==> src/rtl/waterfall_row_ring_bilinear_sampler_unit_assert.svh <==
// Assertion macros for the waterfall sampler RTL.
// Needs clk and rst_n in the including scope.
`ifndef WATERFALL_ROW_RING_BILINEAR_SAMPLER_UNIT_ASSERT_SVH
`define WATERFALL_ROW_RING_BILINEAR_SAMPLER_UNIT_ASSERT_SVH

// invariant checked on every clock out of reset
`define WRBS_ASSERT_ALWAYS(lbl, expr) \
  lbl: assert property (@(posedge clk) disable iff (!rst_n) (expr)) \
    else $error("wrbs invariant violated");

// implication checked on every clock out of reset
`define WRBS_ASSERT_IMPLY(lbl, pre, post) \
  lbl: assert property (@(posedge clk) disable iff (!rst_n) (pre) |=> (post)) \
    else $error("wrbs sequence violated");

`endif

==> src/rtl/wrbs_pkg.sv <==
// Shared types and codes for the waterfall row ring sampler.
// No dependencies.
package wrbs_pkg;

  localparam logic [1:0] OP_APPEND = 2'd0;
  localparam logic [1:0] OP_QUERY  = 2'd1;
  localparam logic [1:0] OP_CLEAR  = 2'd2;
  localparam logic [1:0] OP_NONE   = 2'd3;

  localparam logic [3:0] CFG_MAX_ROWS  = 4'd0;
  localparam logic [3:0] CFG_ANTIALIAS = 4'd1;
  localparam logic [3:0] CFG_X_MIN     = 4'd2;
  localparam logic [3:0] CFG_X_RANGE   = 4'd3;

  localparam logic [15:0] EMPTY_LEVEL = 16'h8000;
  localparam int LEN_W = 11;

  typedef struct packed {
    logic [1:0]       op;
    logic [15:0]      sample;
    logic [LEN_W-1:0] len;
    logic             row_end;
    logic [31:0]      x_pos;
    logic [15:0]      y_pos;
  } item_t;

  typedef struct packed {
    logic [8:0]  max_rows;
    logic        antialias;
    logic [31:0] x_min;
    logic [31:0] x_range;
    logic        clr;
  } cfg_t;

endpackage

==> src/rtl/wrbs_front.sv <==
// Front end: decodes func, clamps row length, drops OP_NONE items.
// Depends on wrbs_pkg.
module wrbs_front #(
  parameter int MAX_BINS = 1024
) (
  input  logic                 push,
  output logic                 full,
  input  logic [1:0]           func,
  input  logic [15:0]          sample,
  input  logic [10:0]          row_len,
  input  logic                 row_end,
  input  logic [31:0]          x_pos,
  input  logic [15:0]          y_pos,
  output logic                 q_push,
  output wrbs_pkg::item_t      q_item,
  input  logic                 q_full
);
  import wrbs_pkg::*;

  assign full   = q_full;
  assign q_push = push && !q_full && (func != OP_NONE);

  always_comb begin
    q_item.op      = func;
    q_item.sample  = sample;
    q_item.len     = (32'(row_len) > MAX_BINS) ? LEN_W'(MAX_BINS) : row_len;
    q_item.row_end = row_end;
    q_item.x_pos   = x_pos;
    q_item.y_pos   = y_pos;
  end
endmodule

==> config.mk <==
export PLATFORM = sky130hd
export DESIGN_NAME = wrbs_front
export DESIGN_NICKNAME = d
export VERILOG_FILES = /design/src/rtl/waterfall_row_ring_bilinear_sampler_unit_assert.svh /design/src/rtl/wrbs_pkg.sv /design/src/rtl/wrbs_front.sv
export SDC_FILE = /design/constraint.sdc
export NUM_CORES = 1
export LEC_CHECK = 0
export ABC_AREA = 1
export BUFFER_PORTS_ARGS = -buffer_cell sky130_fd_sc_hd__buf_2
export CAP_MARGIN = 0
export CORE_AREA = 2 2 62 64
export DETAILED_ROUTE_END_ITERATION = 12
export DIE_AREA = 0 0 64 66
export GPL_TIMING_DRIVEN = 1
export PLACE_DENSITY = 0.79
export SLEW_MARGIN = 10
export SYNTH_ARGS = -nofsm -noshare
export SYNTH_HDL_FRONTEND = slang
export SYNTH_SLANG_ARGS = --single-unit
==> constraint.sdc <==
create_clock -name vclk -period 0.8
set_input_delay 0.04 -clock vclk [all_inputs]
set_output_delay 0.04 -clock vclk [all_outputs]
set_load 0.02 [all_outputs]
==> results by group <==
Layout
  – Layout net count: 147
  – Diodes inserted: 0
  – Utilization after layout: 13.5%
  – Seq cells: 0
  – Layout area overhead: -25.2%
  – Multi-input logic area: 136 µm²
  – Register area: 0 µm²
  – CLK BUF: 0
  – FILL cells: 410
  – Layout cells sized above 1: 67.7%
  – Cell area after layout: 478 µm²

Hold path
  – Hold path start: x_pos[29]
  – Worst Hold Depth: 0
  – Type of the worst min-delay path: in -> out
  – Min-Delay Endpoint: q_item[45]

STA
  – Final WS setup: -0.0458 ns
  – Final Max Tran Viols: 0
  – Worst hold slack: 0.0800 ns
  – Highest clock rate: 1.18 GHz
  – Final Setup Violations: 9
  – Slew Limit Headroom: between 80% and 90%
  – Worst-margin pin slew: 0.260 ns
  – Tcrit/Tclk final: 106%
  – RSZ-0062 raised after global routing: true
  – Final count of hold timing violations: 0
  – Post-layout minimum cycle time: approximately 0.85 ns

Pwr
  – Pleak: 0.260 nW
  – Max VDD drop: 0.104 mV
  – PD cells: approximately 520 nW/µm²
  – Final Total Pwr: 0.251 mW

Detailed routing
  – DRT Pass-1 Iters: 2
  – DR iter-0 viols: 4
  – DR DRC count: 0
  – Wirelength, routed: roughly 1.6 mm
  – DR WL/cell: around 14 µm
  – ANT nets after route: 0
  – Vias per inst: 3.56
  – Via count: 402

Clock tree
  – Postcts setup bufs: 0
  – Post-CTS Hold Buffers: 0

Setup path
  – Crit path cell chain: buf_8, nor2_4, nand3_2, nor2_4, nor2_4, nor2_1, buf_4
  – Most used cell, CP: nor2_4
  – Worst-path maximum fanout: 9
  – WP depth: 7
  – Crit-path max cell delay: 0.15 ns
  – CP Launch Type: primary input
  – Worst EP arrival: 0.81 ns
  – Slowest-stage cell, CP: buf_4
  – CP Capture Type: output port
  – CP delay by family, top: simple AND/OR/NAND/NOR gates
  – Kind of critical path: in -> out
  – WP buf/inv: 2
  – Worst EP required: between 0.7 and 0.8 ns

Floorplanning
  – Core area: about 3600 µm²
  – I/O pin count: between 150 and 200
  – Die X: 64 µm
  – Die Footprint: 4220 µm²
  – Core Rows: 22
  – Die height: 66 µm
  – Starting Density: about 18%

Logic synthesis
  – Commonest cells in the netlist: buf_4, nor2_1, inv_1, nand2_1, nand3_1
  – Synthesized instance count: between 100 and 150
  – Largest area contributor in the netlist: buf_4
  – Post-synthesis cell area: 639 µm²
  – Syn nets: 181
  – Count of cell types in the netlist: 7
  – Post-synthesis sequential area ratio: 0%
  – Top post-synthesis cells by area: buf_4, nor2_1, inv_1
  – Top-count cell post-synth: buf_4
  – Yosys warnings: 0
  – Synth Area per Inst: 6.33 µm²
  – Synth top area share: 79.8%

Placement
  – Gpl congestion: about 0.6
  – DP Worst Slack: -0.148 ns
  – Cell Area, Placed: between 300 and 400 µm²
  – Dpl hpwl: 1.40 mm
  – Port-buffer cells: 30

Global route
  – Pin count of the biggest net entering global routing: 10
  – First-pass GRT wire length: 2.26 mm
  – Total grt overflow: 0
  – Initial antenna violation count: 0
  – Vias in the first global route: 436
  – GRT Util Overall: 7.05%

Run status
  – Failing checks: negative setup slack
  – Status: complete, but fails checks

Flow run
  – Maxcap violations: 0
power breakdown:
part	switching [mW]	internal, mW	total (mW)
combinational	0.131	0.120	0.251
sequential	0	0	0
clock	0	0	0
cell type report:
class,count,share of cell area [%]
inverter,11,8.64
multi-input combinational,21,28.5
tap,48,12.6
timing repair buffer,33,50.3
cells by family after synthesis:
family | Yosys count | share of synthesized area [%]
buffers and inverters | 80 | 86.9
AND/OR/NAND/NOR | 21 | 13.1
metal layers:
| metal | vias up | GRT usage, % | wire (µm) |
|---|---|---|---|
| li1 | 153 | - | - |
| met1 | 147 | 4.47 | 351 |
| met2 | 60 | 10.5 | 622 |
| met3 | 42 | 5.96 | 433 |
| met4 | 0 | 9.78 | 223 |
| met5 | - | 0 | 0 |
worst max-delay path by stage:
stage / from / slack (ns) / end
after floorplan: row_len[9] / 0.08 / q_item[49]
after global placement: row_len[0] / -0.13 / q_item[58]
after detailed placement: row_len[7] / -0.15 / q_item[52]
after CTS: row_len[4] / -0.05 / q_item[52]
after global routing: row_len[4] / -0.12 / q_item[52]
final: row_len[4] / -0.05 / q_item[52]
what timing repair did:
| item | in CTS | in global routing |
|---|---|---|
| endpoints found under the setup margin | 9 | 9 |
| pin swaps | 2 | 0 |
| gates resized for setup | 24 | 9 |
placed cells by master, fill, tap and decap left out:
master | Yosys | routed
buf_2 | 0 | 15
buf_4 | 68 | 11
inv_1 | 11 | 10
nor2_1 | 16 | 9
buf_6 | 0 | 6
nor2_4 | 0 | 5
nor2_2 | 1 | 3
nand3_2 | 0 | 2
nand2_1 | 2 | 2
inv_2 | 0 | 1
buf_8 | 0 | 1
through the flow:
stage / TNS [ns] / instances
floorplan: 0 / 101
global placement: -1.10 / 113
detailed placement: -1.25 / 113
CTS: -0.351 / 113
global route: -0.908 / 113
finish: -0.243 / 113
(Power assumes the default switching activity.)
