### config.mk
export PLATFORM = sky130hd
export DESIGN_NAME = wrbs_queue
export DESIGN_NICKNAME = d
export VERILOG_FILES = /design/src/rtl/waterfall_row_ring_bilinear_sampler_unit_assert.svh /design/src/rtl/wrbs_pkg.sv /design/src/rtl/wrbs_queue.sv
export SDC_FILE = /design/constraint.sdc
export NUM_CORES = 1
export LEC_CHECK = 0
export ABC_CLOCK_PERIOD_IN_PS = 7930
export BUFFER_PORTS_ARGS = -buffer_cell sky130_fd_sc_hd__buf_2
export CORE_ASPECT_RATIO = 1.25
export CORE_MARGIN = 2
export CORE_UTILIZATION = 35
export CTS_CLUSTER_SIZE = 16
export DETAILED_ROUTE_END_ITERATION = 16
export GPL_TIMING_DRIVEN = 1
export PLACE_DENSITY = 0.55
export REMOVE_ABC_BUFFERS = 1
export SYNTH_ARGS = -nofsm -noshare
export SYNTH_HDL_FRONTEND = slang
export SYNTH_SLANG_ARGS = --single-unit
### constraint.sdc
create_clock -name clk -period 7.93 [get_ports clk]
set_input_delay 0 -clock clk [delete_from_list [all_inputs] [get_ports clk]]
set_output_delay 0 -clock clk [all_outputs]
set_load 0.05 [all_outputs]
### src/rtl/waterfall_row_ring_bilinear_sampler_unit_assert.svh
// Assertion macros for the waterfall sampler RTL.
// Needs clk and rst_n in the including scope.
`ifndef WATERFALL_ROW_RING_BILINEAR_SAMPLER_UNIT_ASSERT_SVH
`define WATERFALL_ROW_RING_BILINEAR_SAMPLER_UNIT_ASSERT_SVH

// invariant checked on every clock out of reset
`define WRBS_ASSERT_ALWAYS(lbl, expr) \
  lbl: assert property (@(posedge clk) disable iff (!rst_n) (expr)) \
    else $error("wrbs invariant violated");

// implication checked on every clock out of reset
`define WRBS_ASSERT_IMPLY(lbl, pre, post) \
  lbl: assert property (@(posedge clk) disable iff (!rst_n) (pre) |=> (post)) \
    else $error("wrbs sequence violated");

`endif

### src/rtl/wrbs_pkg.sv
// Shared types and codes for the waterfall row ring sampler.
// No dependencies.
package wrbs_pkg;

  localparam logic [1:0] OP_APPEND = 2'd0;
  localparam logic [1:0] OP_QUERY  = 2'd1;
  localparam logic [1:0] OP_CLEAR  = 2'd2;
  localparam logic [1:0] OP_NONE   = 2'd3;

  localparam logic [3:0] CFG_MAX_ROWS  = 4'd0;
  localparam logic [3:0] CFG_ANTIALIAS = 4'd1;
  localparam logic [3:0] CFG_X_MIN     = 4'd2;
  localparam logic [3:0] CFG_X_RANGE   = 4'd3;

  localparam logic [15:0] EMPTY_LEVEL = 16'h8000;
  localparam int LEN_W = 11;

  typedef struct packed {
    logic [1:0]       op;
    logic [15:0]      sample;
    logic [LEN_W-1:0] len;
    logic             row_end;
    logic [31:0]      x_pos;
    logic [15:0]      y_pos;
  } item_t;

  typedef struct packed {
    logic [8:0]  max_rows;
    logic        antialias;
    logic [31:0] x_min;
    logic [31:0] x_range;
    logic        clr;
  } cfg_t;

endpackage

### src/rtl/wrbs_queue.sv
// Short item queue between front and back end.
// Depends on wrbs_pkg.
module wrbs_queue #(
  parameter int DEPTH = 2
) (
  input  logic            clk,
  input  logic            rst_n,
  input  logic            push,
  input  wrbs_pkg::item_t din,
  output logic            full,
  input  logic            pop,
  output wrbs_pkg::item_t dout,
  output logic            empty
);
  import wrbs_pkg::*;
  localparam int PW = (DEPTH > 1) ? $clog2(DEPTH) : 1;

  item_t        mem_r [DEPTH];
  logic [PW-1:0] wp_r, rp_r;
  logic [PW:0]   cnt_r;

  assign full  = (cnt_r == (PW+1)'(DEPTH));
  assign empty = (cnt_r == '0);
  assign dout  = mem_r[rp_r];

  always_ff @(posedge clk) begin
    if (!rst_n) begin
      wp_r  <= '0;
      rp_r  <= '0;
      cnt_r <= '0;
    end else begin
      if (push && !full) wp_r <= (wp_r == PW'(DEPTH-1)) ? '0 : wp_r + 1'b1;
      if (pop && !empty) rp_r <= (rp_r == PW'(DEPTH-1)) ? '0 : rp_r + 1'b1;
      cnt_r <= cnt_r + (PW+1)'(push && !full) - (PW+1)'(pop && !empty);
    end
  end

  always_ff @(posedge clk) begin
    if (push && !full) mem_r[wp_r] <= din;
  end
endmodule

==> qor.txt, run 1 <==
CTS Sinks: 161
Routability cong.: 0.679
Top layer in use: met4
Pre-CTS setup slack: 5.89 ns
Setup TNS: 0 ns
Post-synth EDFFs: 156
Final setup vio count: 0
Top-count cell post-synth: edfxtp_1
Ant. Diodes: 0
Post-synthesis sequential area ratio: 0.805
Met2 Wirelength: 5920 um
Root buffer selected by CTS: clkbuf_16
Status: completed
Worst path buffer plus inverter count: 2
Flops & latches, synth: 161
FF-to-FF End: mem_r[0][20]$_DFFE_PP_
Area growth, synth to finish: 40.7%
Final Slew Violations: 0
Max cap viols: 0
Worst hold path class: input pin to flip-flop
Reg area: 4790 um^2
Post_cts resized: 0
Drt pass-1 iters: 6
Post-synthesis instance area: 5940 um^2
Met3 wire len: 516 um
Reg-to-reg startpoint: cnt_r[0]$_SDFF_PN0_
YS warnings: 0
Wire length per cell: 14.7 um
Mux cell area share after synthesis: 0.162
Kind of critical path: flip-flop to output pin
Min Tclk post-route: 2.30 ns
Top Ports: 162
Setup Fix Bufs, Post-CTS: 0
Multi-input logic area: 1090 um^2
Arrival @ worst endpoint: 2.30 ns
Num CTS Buffers: 17
Cell Pwr Density: 366 nW/um^2
Dpl hpwl: 6490 um
Reg2reg path depth: 4
Final Hold Viols: 0
Min setup slack post-route: 5.63 ns
Slowest stage cell, crit path: buf_4
Gate Count Post-Synth: 270
Rel. slew slack: 0.220
Largest net degree at the start of global routing: 79
CP max stage delay: 0.86 ns
Fmax: 0.434 GHz
H-tree depth: 4
CTS tree: built
Synth Area in Adders: 0.00421
Drt initial violations: 171
Tcrit/Tclk final: 0.290
Synth area leader: edfxtp_1
Vias in the first global route: 3542
HP Start: pop
Port buffer count: 161
Row cnt: 53
DRC viols: 0
GRT Util Overall: 0.125
VDD IR max: 0.234 mV
Top cells by count, synth: edfxtp_1, mux2_2, mux2_4
FILL cells: 1450
Critical Path Start Type: flip-flop
Yosys top cell area share: 0.788
Synth unique cells: 18
Largest family of logic cells by synthesized area: multiplexers
Static leakage: 0.00319 uW
Die Ht: 150 um
Clk_lat worst skew: 0.41 ns
Maximum buffer depth of the clock tree: 2
Critical path's top delay family: buffers and inverters
Synth Area in Compound Gates: 0.00126
Wirelength, routed: 11100 um
Avg Cell Area, Syn: 22.0 um^2
Post-route ant nets: 0
Clock transition at the registers of the reported paths: 0.06 ns
R2R Setup Slk: 5.86 ns
Synth area leaders: edfxtp_1, mux2_2, mux2_4, dfxtp_1, buf_6
Starting density of the core: 0.356
Worst Skew: 0.00747 ns
DRT met1 WL: 4450 um
Crit-path cells: buf_4, mux2_2, buf_2
Via density: 4.37
Hold Worst Slack: 0.0376 ns
Power, Total: 3060 uW
Via count: 3297
Synth Flop Type: edfxtp_1
Grt total ovfl: 0
Post-synthesis xor/xnor area fraction: 0.00295
Worst setup EP type: output pin
RSZ-0062 raised after global routing: no
Nets: 607
Synth async-reset ratio: 0
Post-Synth Simple-Gate Area: 0.0105
Die ar.: 18000 um^2
Least-Margin Pin Slew: 1.17 ns
CP max FO: 78
Hold depth: 4
Layout cells sized above 1: 0.505
Core area: 16700 um^2
WHS Endpoint: rp_r$_SDFFE_PN0P_
Worst Path Required: 7.93 ns
Initial antenna violation count: 0
First-pass GRT wire length: 16800 um
Die width: 121 um
kinds of logic (layout without fill, tap and decap cells):
family                     after synthesis  count (layout)
DFF                                    161             161
muxes                                   79              79
and+or+nand+nor                         13              13
buffers and inverters                   12             277
adders and majority gates                2               2
xor gates and xnor gates                 2               2
AOI/OAI and AO/OA                        1               1
power breakdown:
| part | internal [uW] | total [uW] | switching, uW |
|---|---|---|---|
| logic | 332 | 1130 | 797 |
| registers | 1100 | 1130 | 31.9 |
| clock network | 488 | 794 | 307 |
| total | 1920 | 3060 | 1140 |
worst reg2reg max path, cell delays in order (launching register included):
cell	delay (ns)
dfxtp_1	0.37
nand2b_1	0.17
nand2_1	0.15
nor2_4	0.10
buf_4	0.80
cell type report:
type,instances,area share
inverters,3,0.00135
repair buffers,243,0.194
clock inverters,13,0.0172
well taps,220,0.0329
clock buffers,18,0.0513
multi-input cells,97,0.130
flip-flops and latches,161,0.573
placed cells by master (no fill, tap or decap), drive strengths merged, types with 2 or more instances in the layout:
cell type / Yosys / layout
inv: 3 / 4
nand2b: 2 / 2
ha: 2 / 2
clkinvlp: 0 / 2
clkbuf: 0 / 18
bufinv: 0 / 3
edfxtp: 156 / 156
nor2: 5 / 5
buf: 9 / 163
mux2: 78 / 78
dlygate4sd3: 0 / 80
nand2: 2 / 2
and2: 2 / 2
dfxtp: 5 / 5
clkinv: 0 / 7
layer usage:
layer | vias to the layer above | GRT usage
met4 | 0 | 0.0593
li1 | 1572 | -
met5 | - | 0
met1 | 1622 | 0.132
met2 | 89 | 0.224
met3 | 14 | 0.0385
timing repair:
item                                    in CTS  in global routing
endpoints found under the hold margin      161                  0
hold buffers                                80                  0
endpoints found under the setup margin       0                  0
worst max path at each step:
stage,startpoint,end,slack [ns],depth (start not counted)
final,flip-flop,dout[37],5.63,3
after CTS,flip-flop,dout[37],5.56,3
after global placement,cnt_r[0]$_SDFF_PN0_,mem_r[0][49]$_DFFE_PP_,5.93,4
after floorplan,cnt_r[0]$_SDFF_PN0_,mem_r[0][0]$_DFFE_PP_,3.57,3
after global routing,flip-flop,dout[36],5.47,3
after detailed placement,cnt_r[0]$_SDFF_PN0_,mem_r[0][28]$_DFFE_PP_,5.89,4
stage by stage:
step,instances,utilization,area (um^2)
after floorplan,261,-,5870
after global placement,644,0.418,6980
after detailed placement,644,0.418,6980
after CTS,755,0.500,8360
after global routing,755,0.500,8360
final,755,0.500,8360
flip-flops by register name, indices dropped and copies added (netlist names), named ones only:
| name | flops |
|---|---|
| mem_r | 156 |
| cnt_r | 2 |
| wp_r | 1 |
| rp_r | 1 |
Power figures use the tool's default switching activity.
==> run 2, diff against run 1 <==
--- a/config.mk
+++ b/config.mk
@@ -5,7 +5,7 @@
 export SDC_FILE = /design/constraint.sdc
 export NUM_CORES = 1
 export LEC_CHECK = 0
-export ABC_CLOCK_PERIOD_IN_PS = 7930
+export ABC_CLOCK_PERIOD_IN_PS = 2300
 export BUFFER_PORTS_ARGS = -buffer_cell sky130_fd_sc_hd__buf_2
 export CORE_ASPECT_RATIO = 1.25
 export CORE_MARGIN = 2
==> constraint.sdc (replaced) <==
create_clock -name clk -period 2.3 [get_ports clk]
set_input_delay 0 -clock clk [delete_from_list [all_inputs] [get_ports clk]]
set_output_delay 0 -clock clk [all_outputs]
set_load 0.05 [all_outputs]
==> run 2 against run 1 <==
Against the previous run:
- first-iteration DRC count down 19%
- global-route usage increased by 0.54 points
- total power grew to 3.5 times the previous value
- die area is the same
- largest power group unchanged
- final cell count rose by 0.93%
- sequential share of layout area down 0.75 points
- critical path depth did not move
- combinational power rose to 3.5 times the previous value
- sequential power rose to 3.5 times the previous value
==> qor.txt, run 2 (same netlist as run 1, synthesis figures left out) <==
Via count: 3366 (+2.1%)
H-tree depth: 4 (unchanged)
Biggest register: mem_r
NetSw: 3920 uW (+250%)
Kind of critical path: flip-flop to output pin
RSZ-0062 raised after global routing: no
Wirelength, routed: 11300 um (+2.0%)
Wire length per cell: 14.9 um (+1.0%)
Slowest stage cell, crit path: dfxtp_4
Final Slew Violations: 0 (unchanged)
CP max FO: 29 (-63%)
Switching Fraction: 0.366 (-0.00534)
Min Tclk post-route: 1.84 ns
Die Ht: 150 um (unchanged)
Commonest non-fill, non-tap cell in the layout: buf_2
Dpl hpwl: 7090 um (+9.3%)
Commonest non-fill, non-tap cells in the layout: buf_2, edfxtp_1, dlygate4sd3_1
Rel. slew slack: 0.679 (+0.459)
Tcrit/Tclk final: 0.801
Area growth, synth to finish: 42.5%
Biggest regs: mem_r x156, cnt_r x2
Clk_lat worst skew: 0.41 ns (about the same)
Arrival @ worst endpoint: 1.84 ns (-0.46 ns)
Internal Power: 6790 uW (+250%)
Core area: 16700 um^2 (unchanged)
Static leakage: 0.00325 uW (+1.7%)
Port buffer count: 161 (unchanged)
Max FFs per register: 156 (unchanged)
Worst Path Required: 2.30 ns (-5.63 ns)
Fmax: 0.543 GHz
DRC viols: 0 (unchanged)
Initial antenna violation count: 0 (unchanged)
Cell Pwr Density: 1270 nW/um^2 (+250%)
Final setup vio count: 0 (unchanged)
Clock transition at the registers of the reported paths: 0.06 ns (about the same)
First-pass GRT wire length: 17500 um (+4.2%)
Worst setup EP type: output pin
CP max stage delay: 0.57 ns (-0.29 ns)
Routability cong.: 0.690 (+1.7%)
Die width: 121 um (unchanged)
Min setup slack post-route: 0.458 ns (-5.17 ns)
Drt initial violations: 139 (-19%)
Top Ports: 162 (unchanged)
Vias in the first global route: 3681 (+3.9%)
Layout cells sized above 1: 0.507 (+0.00271)
Drt pass-1 iters: 4 (-2)
Final Hold Viols: 0 (unchanged)
Status: completed
GRT Util Overall: 0.130 (+0.00536)
VDD IR max: 0.768 mV (+230%)
Die ar.: 18000 um^2 (unchanged)
CTS tree: built
Power, Total: 10700 uW (+250%)
Starting density of the core: 0.356 (unchanged)
Worst path buffer plus inverter count: 2 (unchanged)
Placed Cells incl. Taps: 650 (+0.93%)
FILL cells: 1456 (+0.41%)
Num CTS Buffers: 17 (unchanged)
Worst hold path class: input pin to flip-flop
Critical Path Start Type: flip-flop
Ant. Diodes: 0 (unchanged)
Area post-placement: 7070 um^2 (+1.2%)
Sequential share of power: 0.369 (-0.002)
Largest net degree at the start of global routing: 34 (-57%)
Design Area, Final: 8470 um^2 (+1.3%)
Maximum buffer depth of the clock tree: 2 (unchanged)
Worst Skew: 0.00567 ns (-0.00181 ns)
Least-Margin Pin Slew: 0.481 ns (-0.688 ns)
CTS Sinks: 161 (unchanged)
Crit-path cells: buf_12, mux2_2, buf_2
Final Util: 0.507 (+0.00666)
Fin cells: 762 (+0.93%)
Max cap viols: 0 (unchanged)
Post-route ant nets: 0 (unchanged)
Grt total ovfl: 0 (unchanged)
Clk pwr share: 0.266 (+0.006)
Nets: 613 (+0.99%)
Root buffer selected by CTS: clkbuf_16
Row cnt: 53 (unchanged)
Pre-CTS setup slack: 0.598 ns (-5.29 ns)
Gate power share: 0.365 (-0.004)
Via density: 4.42 (+1.2%)
Critical path's top delay family: flip-flops
## run 2: changes by cell type in the layout (fill, tap and decap cells not counted), sizes merged
cell	previous run	this run
buf	163	169
clkbuf	18	21
clkinv	7	5
bufinv	3	4
clkinvlp	2	1
## run 2: timing repair
item                       in CTS  in global routing
hold buffers                   80                  0
hold endpoints to repair      161                  0
gates resized for setup         0                  0
setup endpoints to repair       0                  0
buffers inserted                0                  0
## run 2: worst paths after layout
check / slack (ns) / start / end / cells after the start
worst max-delay path: 0.46 / flip-flop / dout[29] / 3
worst min register to register: 0.52 / rp_r$_SDFFE_PN0P_ / flip-flop / 2
worst max register to register: 0.59 / cnt_r[0]$_SDFF_PN0_ / cnt_r[1]$_SDFF_PN0_ / 8
worst min-delay path: 0.04 / pop / flip-flop / 4
## run 2: power by group through the flow
stage / Clock, uW / Sequential [uW] / Combinational (uW)
after floorplan: 0 / 4120 / 2900
after global placement: 0 / 4010 / 3840
after detailed placement: 0 / 4030 / 3870
after CTS: 2940 / 3970 / 3980
after global routing: 3050 / 4010 / 4110
final: 2850 / 3960 / 3910
## run 2: layout make-up
type,count,area (um^2),area share
Clock inverter,11,161,0.0191
Clock buffer,21,440,0.0520
Sequential cell,161,4790,0.565
Tap cell,220,275,0.0325
Inverter,3,11.3,0.00133
Multi-Input combinational cell,97,1090,0.129
Timing Repair Buffer,249,1700,0.201
## run 2: per-stage QoR
stage | hold slack [ns] | setup TNS [ns]
6_report | 0.0404 | 0
5_1_grt | 0.0526 | 0
4_1_cts | 0.0206 | 0
3_5_place_dp | 0.191 | 0
3_3_place_gp | 0.189 | 0
2_1_floorplan | 0.0989 | -243.24
## run 2: metal layers
metal | routed length [um] | part of all wire | track usage
met2 | 6280 | 0.55 | 0.243
met1 | 4350 | 0.38 | 0.132
met3 | 483 | 0.043 | 0.0393
met5 | 0 | 0 | 0
met4 | 202 | 0.018 | 0.0581
## run 2: tightest hold or removal path, stage by stage
cell,delay (ns)
buf_2,0.09
o21a_1,0.16
xnor2_1,0.09
nor2_1,0.07
